==> config.mk <==
export PLATFORM = sky130hd
export DESIGN_NAME = hsl_to_rgb_convert_core
export DESIGN_NICKNAME = d
export VERILOG_FILES = /design/src/rtl/hsl2rgb_pkg.sv /design/src/rtl/hsl_to_rgb_convert_core.sv
export SDC_FILE = /design/constraint.sdc
export NUM_CORES = 2
export LEC_CHECK = 0
export ABC_CLOCK_PERIOD_IN_PS = 7470
export BUFFER_PORTS_ARGS = -buffer_cell sky130_fd_sc_hd__buf_4
export CAP_MARGIN = 20
export CORE_AREA = 2 2 255 257
export DETAILED_ROUTE_END_ITERATION = 8
export DIE_AREA = 0 0 257 259
export GPL_TIMING_DRIVEN = 0
export HOLD_SLACK_MARGIN = 0.06
export PLACE_DENSITY = 0.79
export SETUP_SLACK_MARGIN = 0.2
export SYNTH_ARGS = -nofsm -noshare
export SYNTH_HDL_FRONTEND = slang
export SYNTH_SLANG_ARGS = --single-unit
==> constraint.sdc <==
create_clock -name aclk -period 7.47 [get_ports aclk]
set_clock_uncertainty 0.1 [all_clocks]
set_input_delay 1.1205 -clock aclk [delete_from_list [all_inputs] [get_ports aclk]]
set_output_delay 1.1205 -clock aclk [all_outputs]
set_load 0.02 [all_outputs]
==> src/rtl/hsl2rgb_pkg.sv <==
// hsl2rgb_pkg: types and fixed-point constants for the hsl to rgb converter
// no dependencies; imported by hsl_to_rgb_convert_core
`timescale 1ns / 1ps

package hsl2rgb_pkg;

    // 60-degree hue sectors, named by the colours at their ends
    typedef enum logic [2:0] {
        SEC_RED_YELLOW,
        SEC_YELLOW_GREEN,
        SEC_GREEN_CYAN,
        SEC_CYAN_BLUE,
        SEC_BLUE_MAGENTA,
        SEC_MAGENTA_RED
    } sector_t;

    localparam int unsigned HUE_W   = 9;
    localparam int unsigned PCT_W   = 7;
    localparam int unsigned CHAN_W  = 8;
    localparam int unsigned AS_W    = 14;  // a*s up to 10000
    localparam int unsigned NUM_W   = 20;  // numerators over 600000
    localparam int unsigned SUM_W   = 21;
    localparam int unsigned SCL_W   = 25;  // sum*17
    localparam int unsigned Y_W     = 19;  // sum*17/64
    localparam int unsigned RCP_W   = 20;
    localparam int unsigned PROD_W  = Y_W + RCP_W;
    localparam int unsigned Q_SHIFT = 29;
    localparam int unsigned Q_W     = PROD_W - Q_SHIFT;

    localparam logic [HUE_W-1:0] HUE_WRAP  = 9'd360;
    localparam logic [HUE_W-1:0] HUE_60    = 9'd60;
    localparam logic [HUE_W-1:0] HUE_120   = 9'd120;
    localparam logic [HUE_W-1:0] HUE_180   = 9'd180;
    localparam logic [HUE_W-1:0] HUE_240   = 9'd240;
    localparam logic [HUE_W-1:0] HUE_300   = 9'd300;

    localparam logic [PCT_W-1:0] PCT_MAX   = 7'd100;
    localparam logic [PCT_W-1:0] PCT_HALF  = 7'd50;
    localparam logic [PCT_W:0]   PCT_TWICE = 8'd200;

    localparam logic [NUM_W-1:0] CHROMA_MUL = 20'd60;
    localparam logic [NUM_W-1:0] LIGHT_MUL  = 20'd6000;
    localparam logic [NUM_W-1:0] HALF_C_MUL = 20'd30;

    // 255/600000 = 17/40000 = 17/(64*625)
    localparam logic [SCL_W-1:0] SCALE_NUM  = 25'd17;
    localparam int unsigned      SCALE_SHR  = 6;
    // ceil(2^29/625), exact for every 19-bit dividend
    localparam logic [RCP_W-1:0] RECIP_625  = 20'd858994;

    localparam logic [CHAN_W-1:0] CHAN_MAX  = 8'hFF;

endpackage

==> src/rtl/hsl_to_rgb_convert_core.sv <==
// hsl_to_rgb_convert_core: pipelined hsl to rgb colour converter, top level
// depends on hsl2rgb_pkg for sector codes and fixed-point constants
`timescale 1ns / 1ps

// usage
//   input stream s_*: one colour per transfer, hue in degrees (wrapped modulo 360
//   when 360 or above), saturation and lightness in percent (clamped at 100)
//   output stream m_*: one 8-bit red, green, blue triple per input transfer,
//   in the same order, each channel truncated toward zero
//   throughput: one colour per clock; the five-stage pipeline takes a new item
//   every cycle while the receiver keeps m_tready high
//   stages: clamp/sector, a*s product, chroma/secondary/offset numerators,
//   channel select and scale by 17/64, reciprocal multiply by 1/625 with clamp
//   stall: when m_tready is low with a result waiting, the whole pipeline holds
//   and s_tready drops; no item is lost or repeated, and empty slots stay
//   where they are until the result is taken
//   reset: aresetn (synchronous, active low) clears all stage valid bits;
//   payload registers are left as they are
module hsl_to_rgb_convert_core (
    input  logic        aclk,
    input  logic        aresetn,
    input  logic        s_tvalid,
    output logic        s_tready,
    input  logic [23:0] s_tdata,   // [8:0] hue, [15:9] saturation, [22:16] lightness
    output logic        m_tvalid,
    input  logic        m_tready,
    output logic [23:0] m_tdata    // [7:0] red, [15:8] green, [23:16] blue
);
    import hsl2rgb_pkg::*;

    // pipeline advance: last stage empty or being taken
    logic pipe_en;

    // input fields
    logic [HUE_W-1:0] hue_in;
    logic [PCT_W-1:0] sat_in;
    logic [PCT_W-1:0] lgt_in;

    // stage 1 combinational
    logic [HUE_W-1:0] hue_w;
    logic [PCT_W-1:0] sat_c;
    logic [PCT_W-1:0] lgt_c;
    logic [HUE_W-1:0] hue_base;
    logic [PCT_W-1:0] hue_mod;
    sector_t          sec_next;
    logic [5:0]       b_next;
    logic [PCT_W-1:0] a_next;

    // stage registers
    logic             v1_reg, v2_reg, v3_reg, v4_reg, v5_reg;
    sector_t          sec1_reg, sec2_reg, sec3_reg;
    logic [5:0]       b1_reg, b2_reg;
    logic [PCT_W-1:0] a1_reg, s1_reg, l1_reg, l2_reg;
    logic [AS_W-1:0]  as2_reg;
    logic [NUM_W-1:0] cn3_reg, xn3_reg, mn3_reg;
    logic [Y_W-1:0]   y4_reg [3];
    logic [CHAN_W-1:0] chan5_reg [3];

    // stage 4 and 5 combinational, one lane per channel (red, green, blue)
    logic [NUM_W-1:0]  comp [3];
    logic [SUM_W-1:0]  sum  [3];
    logic [SCL_W-1:0]  scl  [3];
    logic [Y_W-1:0]    y_next [3];
    logic [PROD_W-1:0] prod [3];
    logic [Q_W-1:0]    quo  [3];
    logic [CHAN_W-1:0] chan_next [3];

    assign pipe_en  = !v5_reg || m_tready;
    assign s_tready = pipe_en;
    assign m_tvalid = v5_reg;
    assign m_tdata  = {chan5_reg[2], chan5_reg[1], chan5_reg[0]};

    assign hue_in = s_tdata[8:0];
    assign sat_in = s_tdata[15:9];
    assign lgt_in = s_tdata[22:16];

    // stage 1: wrap and clamp, hue sector, distance term b, lightness term a
    always_comb begin
        hue_w = (hue_in >= HUE_WRAP) ? (hue_in - HUE_WRAP) : hue_in;
        sat_c = (sat_in > PCT_MAX) ? PCT_MAX : sat_in;
        lgt_c = (lgt_in > PCT_MAX) ? PCT_MAX : lgt_in;

        priority if (hue_w >= HUE_300) begin
            sec_next = SEC_MAGENTA_RED;
        end else if (hue_w >= HUE_240) begin
            sec_next = SEC_BLUE_MAGENTA;
        end else if (hue_w >= HUE_180) begin
            sec_next = SEC_CYAN_BLUE;
        end else if (hue_w >= HUE_120) begin
            sec_next = SEC_GREEN_CYAN;
        end else if (hue_w >= HUE_60) begin
            sec_next = SEC_YELLOW_GREEN;
        end else begin
            sec_next = SEC_RED_YELLOW;
        end

        // hue modulo 120
        priority if (hue_w >= HUE_240) begin
            hue_base = HUE_240;
        end else if (hue_w >= HUE_120) begin
            hue_base = HUE_120;
        end else begin
            hue_base = '0;
        end
        hue_mod = PCT_W'(hue_w - hue_base);
        b_next  = (hue_mod >= PCT_W'(HUE_60)) ? 6'(PCT_W'(HUE_120) - hue_mod)
                                              : 6'(hue_mod);

        a_next = (lgt_c >= PCT_HALF) ? PCT_W'(PCT_TWICE - {lgt_c, 1'b0})
                                     : PCT_W'({lgt_c, 1'b0});
    end

    // stages 4 and 5 per channel
    always_comb begin
        for (int i = 0; i < 3; i++) begin
            comp[i] = '0;
        end
        unique case (sec3_reg)
            SEC_RED_YELLOW: begin
                comp[0] = cn3_reg; comp[1] = xn3_reg;
            end
            SEC_YELLOW_GREEN: begin
                comp[0] = xn3_reg; comp[1] = cn3_reg;
            end
            SEC_GREEN_CYAN: begin
                comp[1] = cn3_reg; comp[2] = xn3_reg;
            end
            SEC_CYAN_BLUE: begin
                comp[1] = xn3_reg; comp[2] = cn3_reg;
            end
            SEC_BLUE_MAGENTA: begin
                comp[0] = xn3_reg; comp[2] = cn3_reg;
            end
            default: begin
                comp[0] = cn3_reg; comp[2] = xn3_reg;
            end
        endcase
        for (int i = 0; i < 3; i++) begin
            sum[i]       = SUM_W'(comp[i]) + SUM_W'(mn3_reg);
            scl[i]       = SCL_W'(sum[i]) * SCALE_NUM;
            y_next[i]    = scl[i][SCL_W-1:SCALE_SHR];
            prod[i]      = PROD_W'(y4_reg[i]) * PROD_W'(RECIP_625);
            quo[i]       = prod[i][PROD_W-1:Q_SHIFT];
            chan_next[i] = (quo[i] > Q_W'(CHAN_MAX)) ? CHAN_MAX : quo[i][CHAN_W-1:0];
        end
    end

    // valid bits
    always_ff @(posedge aclk) begin
        if (!aresetn) begin
            v1_reg <= 1'b0;
            v2_reg <= 1'b0;
            v3_reg <= 1'b0;
            v4_reg <= 1'b0;
            v5_reg <= 1'b0;
        end else if (pipe_en) begin
            v1_reg <= s_tvalid;
            v2_reg <= v1_reg;
            v3_reg <= v2_reg;
            v4_reg <= v3_reg;
            v5_reg <= v4_reg;
        end
    end

    // payload, no reset
    always_ff @(posedge aclk) begin
        if (pipe_en) begin
            // stage 1
            sec1_reg <= sec_next;
            b1_reg   <= b_next;
            a1_reg   <= a_next;
            s1_reg   <= sat_c;
            l1_reg   <= lgt_c;
            // stage 2: a*s
            as2_reg  <= AS_W'(a1_reg) * AS_W'(s1_reg);
            b2_reg   <= b1_reg;
            l2_reg   <= l1_reg;
            sec2_reg <= sec1_reg;
            // stage 3: chroma, secondary and offset numerators over 600000
            cn3_reg  <= NUM_W'(as2_reg) * CHROMA_MUL;
            xn3_reg  <= NUM_W'(as2_reg) * NUM_W'(b2_reg);
            mn3_reg  <= NUM_W'(l2_reg) * LIGHT_MUL - NUM_W'(as2_reg) * HALF_C_MUL;
            sec3_reg <= sec2_reg;
            // stages 4 and 5
            for (int i = 0; i < 3; i++) begin
                y4_reg[i]    <= y_next[i];
                chan5_reg[i] <= chan_next[i];
            end
        end
    end

endmodule

# Yosys cells after proc, flatten, opt, wreduce, memory -nomap -nowiden
# Memories as Yosys holds them, arrays and structs flattened.
# Index checks and enable logic that the tools add are counted.
# word_totals
elab_cells	86
in_bits	28
regBits	126
mem_count	2
output_inout_bits	26
ram_bits	81
# mem_list
name	depth	word_bits	rd	rd_clocked_by_memory_dff	wr	line_no	text
y4_reg	3	19	3	0	3	hsl_to_rgb_convert_core.sv:56	logic [Y_W-1:0] y4_reg [3];
chan5_reg	3	8	3	0	3	hsl_to_rgb_convert_core.sv:57	logic [CHAN_W-1:0] chan5_reg [3];
# classes
add_sub_neg	8
mux	18
eq_ne	4
reduce_logical	10
multipliers	11
n_lt_le_gt_ge	13
# ops
cell	count
$pmux 20 s2	3
$mul 19x19->38 const B	3
$mul 21x5->25 const B	3
$add 20x20->21	3
$mul 14x4->18 const B	2
$gt 10x8->1 const B	3
$mux 7	4
$mux 8	3
$mul 14x6->20	1
$sub 20x19->20	1
$ge 9x8->1 const B	2
$ge 9x9->1 const B	2
$mul 7x9->16 const B	1
$ge 7x6->1 const B	2
$gt 7x7->1 const B	2
$mul 7x7->14	1
$reduce_or 2->1	7
$ge 9x6->1 const B	1
$ge 9x7->1 const B	1
$mux 9	1
$sub 9x9->9 const B	1
$sub 7x7->7	1
$sub 7x7->7 const A	1
$eq 3x2->1 const B	2
other kinds (9)	13

# Longest topological paths before layout
# depth
word_depth	8
ltp_mapped	26
depth_no_buf	23

# Worst setup path after synthesis
# Ideal clock, no wire load.
# synth_timing
kind	input -> output
from	in m_tready
to	out s_tready
arrival_ns	6.806
cell_stages	2
slack_ns	-0.557
path_buffers	1
path_cell_list	nand2b_1 clkbuf_1
# synth_via
elab_chain_len	1
# synth_rtl
element	line_no	text
start, declared	hsl_to_rgb_convert_core.sv:26	input logic m_tready,
$logic_or 1x1->1	hsl_to_rgb_convert_core.sv:68	assign pipe_en = !v5_reg || m_tready;
end, declared	hsl_to_rgb_convert_core.sv:23	output logic s_tready,
# Every way passes these cells.

==> impl_metrics.env <==
export IMPL_status="completed"
export IMPL_ctsHoldBuffers=0
export IMPL_crit_arrival_ps=6890
export IMPL_ys_types=87
export IMPL_grt_pass1_vias=27100
export IMPL_core_um2=63900
export IMPL_clockRootBuffer="clkbuf_16"
export IMPL_cpMaxStageDelayCell="o21ai_1"
export IMPL_finalNetCount=5212
export IMPL_grt_pass1_wl_um=130000
export IMPL_drive_gt1_share_pct=3.43
export IMPL_netlist_area_leader_share_pct=26.6
export IMPL_tns_ps=0
export IMPL_crit_type="flop to flop"
export IMPL_design_die_area_um2=66600
export IMPL_worst_path_max_fanout=8
export IMPL_setup_viol=0
export IMPL_dr_pass1_iters=6
export IMPL_max_stage_delay_ps=590
export IMPL_place_ws_ps=379
export IMPL_die_h_um=259
export IMPL_cts_buffers=17
export IMPL_fin_crit_sh_pct=90.3
export IMPL_largest_reg_flops=57
export IMPL_start_util_pct=59.5
export IMPL_tightest_slew_ps=830
export IMPL_ys_flop_type="edfxtp_1"
export IMPL_ys_seq_area_share_pct=15.6
export IMPL_cts_buffer_depth=2
export IMPL_h_tree_depth=4
export IMPL_fmax_mhz=148
export IMPL_vias=25900
export IMPL_grt_overflow_total=0
export IMPL_fin_crit_ps=6750
export IMPL_hp_class="flop to flop"
export IMPL_whs_path_depth=0
export IMPL_synth_largest_area_cell="fa_1"
export IMPL_rr_startpoint="y4_reg[0][44]$_DFFE_PP_"
export IMPL_path_cells="ha_1, fa_1, fa_1, inv_1, fa_1, inv_1, fa_1, inv_1, fa_1, inv_1, ha_1, nand4_1, nor2_1, nand3_1, o21ai_1, o21ai_0, o31a_1, mux2_2, o21ai_0"
export IMPL_yosys_register_bits=199
export IMPL_antenna_found_initial=0
export IMPL_hold_violations=0
export IMPL_port_buffers=51
export IMPL_hold_end="sec2_reg[1]$_DFFE_PP_"
export IMPL_grt_max_degree=112
export IMPL_ys_top_cells_by_area="fa_1 (27%), ha_1 (25%), edfxtp_1 (15%)"
export IMPL_chipWidth_um=257
export IMPL_cp_start_kind="flop"
export IMPL_hold_start="sec1_reg[1]$_SDFFCE_PP0P_"
export IMPL_postSynthAreaPerCell_um2=9.86
export IMPL_synth_nets=5141
export IMPL_worst_ep_required_time_ps=7610
export IMPL_cts_sinks=199
export IMPL_insertion_delay_ps=510
export IMPL_syn_inst=3855
export IMPL_crit_top_cell="fa_1"
export IMPL_gp_congestion=0.967
export IMPL_dpl_cell_count=4762
export IMPL_netlist_area_um2=38000
export IMPL_r2r_slack_ps=720
export IMPL_io_pins=54
export IMPL_final_cells=4795
export IMPL_cts_tree="done"
export IMPL_drt_wirelength_per_cell_um=15.9
export IMPL_drv_cap=0
export IMPL_viasPerCell=5.41
export IMPL_end_kind="flop"
export IMPL_maxSlewViolCount=0
export IMPL_track_usage_pct=24.0
export IMPL_rsz0062_at_grt="no"
export IMPL_whs_ps=321
export IMPL_r2r_cells=19
export IMPL_fin_ws_ps=722
export IMPL_area_growth_pct=5.55
export IMPL_rows=93
export IMPL_antenna_left=0
export IMPL_drt_wl_total_um=76200
export IMPL_synth_edf_count=194
export IMPL_timing_rr_end="chan5_reg[0][19]$_SDFFCE_PN1P_"
export IMPL_yosysWarnings=0
export IMPL_drtIter0Drc=1386
export IMPL_route_detailed_drc=0
export IMPL_synthArstFlopShare_pct=0
export IMPL_dp_hpwl_um=65800
export IMPL_clkTransAtPathRegs_ps=80
export IMPL_slew_headroom_pct=43.3
## worst max-delay path by stage
stage	from	to	slack [ps]	depth (start not counted)
detailed placement	y4_reg[0][44]$_DFFE_PP_	chan5_reg[0][19]$_SDFFCE_PN1P_	380	19
CTS	y4_reg[0][44]$_DFFE_PP_	chan5_reg[0][19]$_SDFFCE_PN1P_	340	19
global route	y4_reg[0][44]$_DFFE_PP_	chan5_reg[0][23]$_SDFFCE_PN1P_	470	19
global placement	y4_reg[0][44]$_DFFE_PP_	chan5_reg[0][20]$_SDFFCE_PN1P_	410	19
floorplan	y4_reg[0][9]$_DFFE_PP_	chan5_reg[0][4]$_SDFFCE_PN1P_	1650	20
finish	y4_reg[0][44]$_DFFE_PP_	chan5_reg[0][19]$_SDFFCE_PN1P_	720	19
## cells in the final DEF (no fill, tap or decap), drive strengths merged, types with 5 or more instances in the layout
cell type / synthesis / routed
nand2: 158 / 158
and2: 75 / 75
a21boi: 12 / 12
a21oi: 130 / 130
buf: 0 / 52
o31a: 7 / 7
o2111ai: 5 / 5
and3: 24 / 24
or2: 15 / 15
nand2b: 27 / 27
a21o: 61 / 61
xnor2: 130 / 130
o21bai: 31 / 31
a22o: 52 / 52
a31oi: 14 / 14
nand3: 32 / 32
inv: 1048 / 1056
a211o: 8 / 8
clkbuf: 25 / 42
o211ai: 18 / 18
xor2: 60 / 60
nor3b: 6 / 6
dfxtp: 5 / 5
nor2b: 28 / 28
nand4: 12 / 12
a2111oi: 13 / 13
or3: 26 / 26
mux2i: 5 / 5
fa: 504 / 504
clkinv: 0 / 6
o31ai: 8 / 8
nor3: 41 / 41
nor2: 129 / 129
mux2: 5 / 5
ha: 754 / 754
a211oi: 17 / 17
o21ai: 86 / 86
edfxtp: 194 / 194
o21a: 33 / 33
## per-layer routing
| metal | vias to the layer above | global-route usage, % | share of wire [%] |
|---|---|---|---|
| li1 | 12600 | - | - |
| met1 | 12700 | 31.4 | 44 |
| met2 | 524 | 41.8 | 49 |
| met3 | 113 | 3.13 | 4.3 |
| met4 | 0 | 7.30 | 2.4 |
| met5 | - | 0 | 0 |
## critical path, delay by kind of cell, from the launching register on
| family | cells | cell delay [ps] |
|---|---|---|
| flops | 1 | 510 |
| simple gates | 3 | 530 |
| buf+inv | 4 | 220 |
| mux | 1 | 320 |
| fa+ha+maj | 7 | 3420 |
| compound gates | 4 | 1390 |
## metrics by stage
stage                     util, %  instance area (um2)
final                        62.8                40100
after floorplan                 -                38000
after detailed placement     61.8                39500
after CTS                    62.8                40100
after global placement       61.8                39400
after global routing         62.8                40100
## cell usage after synthesis, drive strengths merged, types with 4 or more instances
library cell / n
a2111oi: 13
a211o: 8
a211oi: 17
a21boi: 12
a21o: 61
a21oi: 130
a221oi: 4
a22o: 52
a31o: 4
a31oi: 14
a41oi: 4
and2: 75
and3: 24
clkbuf: 25
dfxtp: 5
edfxtp: 194
fa: 504
ha: 754
inv: 1048
mux2: 5
mux2i: 5
nand2: 158
nand2b: 27
nand3: 32
nand4: 12
nor2: 129
nor2b: 28
nor3: 41
nor3b: 6
o2111ai: 5
o211a: 4
o211ai: 18
o21a: 33
o21ai: 86
o21bai: 31
o311a: 4
o31a: 7
o31ai: 8
or2: 15
or3: 26
xnor2: 130
xor2: 60
## what timing repair did
item	4_1_cts	5_1_grt
setup buffers	0	0
gates resized for setup	0	1
endpoints found under the setup margin	0	8
hold endpoints to repair	0	0
## final cells by class
type,count,area (um2)
diodes,1,2.50
plain buffers,25,104
clock buffers,17,425
clock inverters,15,190
fillers,5116,23800
inverters,1048,3930
multi-input cells,2583,28000
flip-flops and latches,199,5930
well taps,855,1070
repair buffers,52,410
## cell families after synthesis
logic type / share of synthesized area, %
DFF: 15.6
buffers and inverters: 10.6
adders and majority gates: 51.4
muxes: 0.290
AOI/OAI and AO/OA: 9.98
xor gates and xnor gates: 4.40
and+or+nand+nor: 7.75
Power is not shown: default switching activity piles up to over one toggle a cycle in this logic, so the estimate is an artifact.
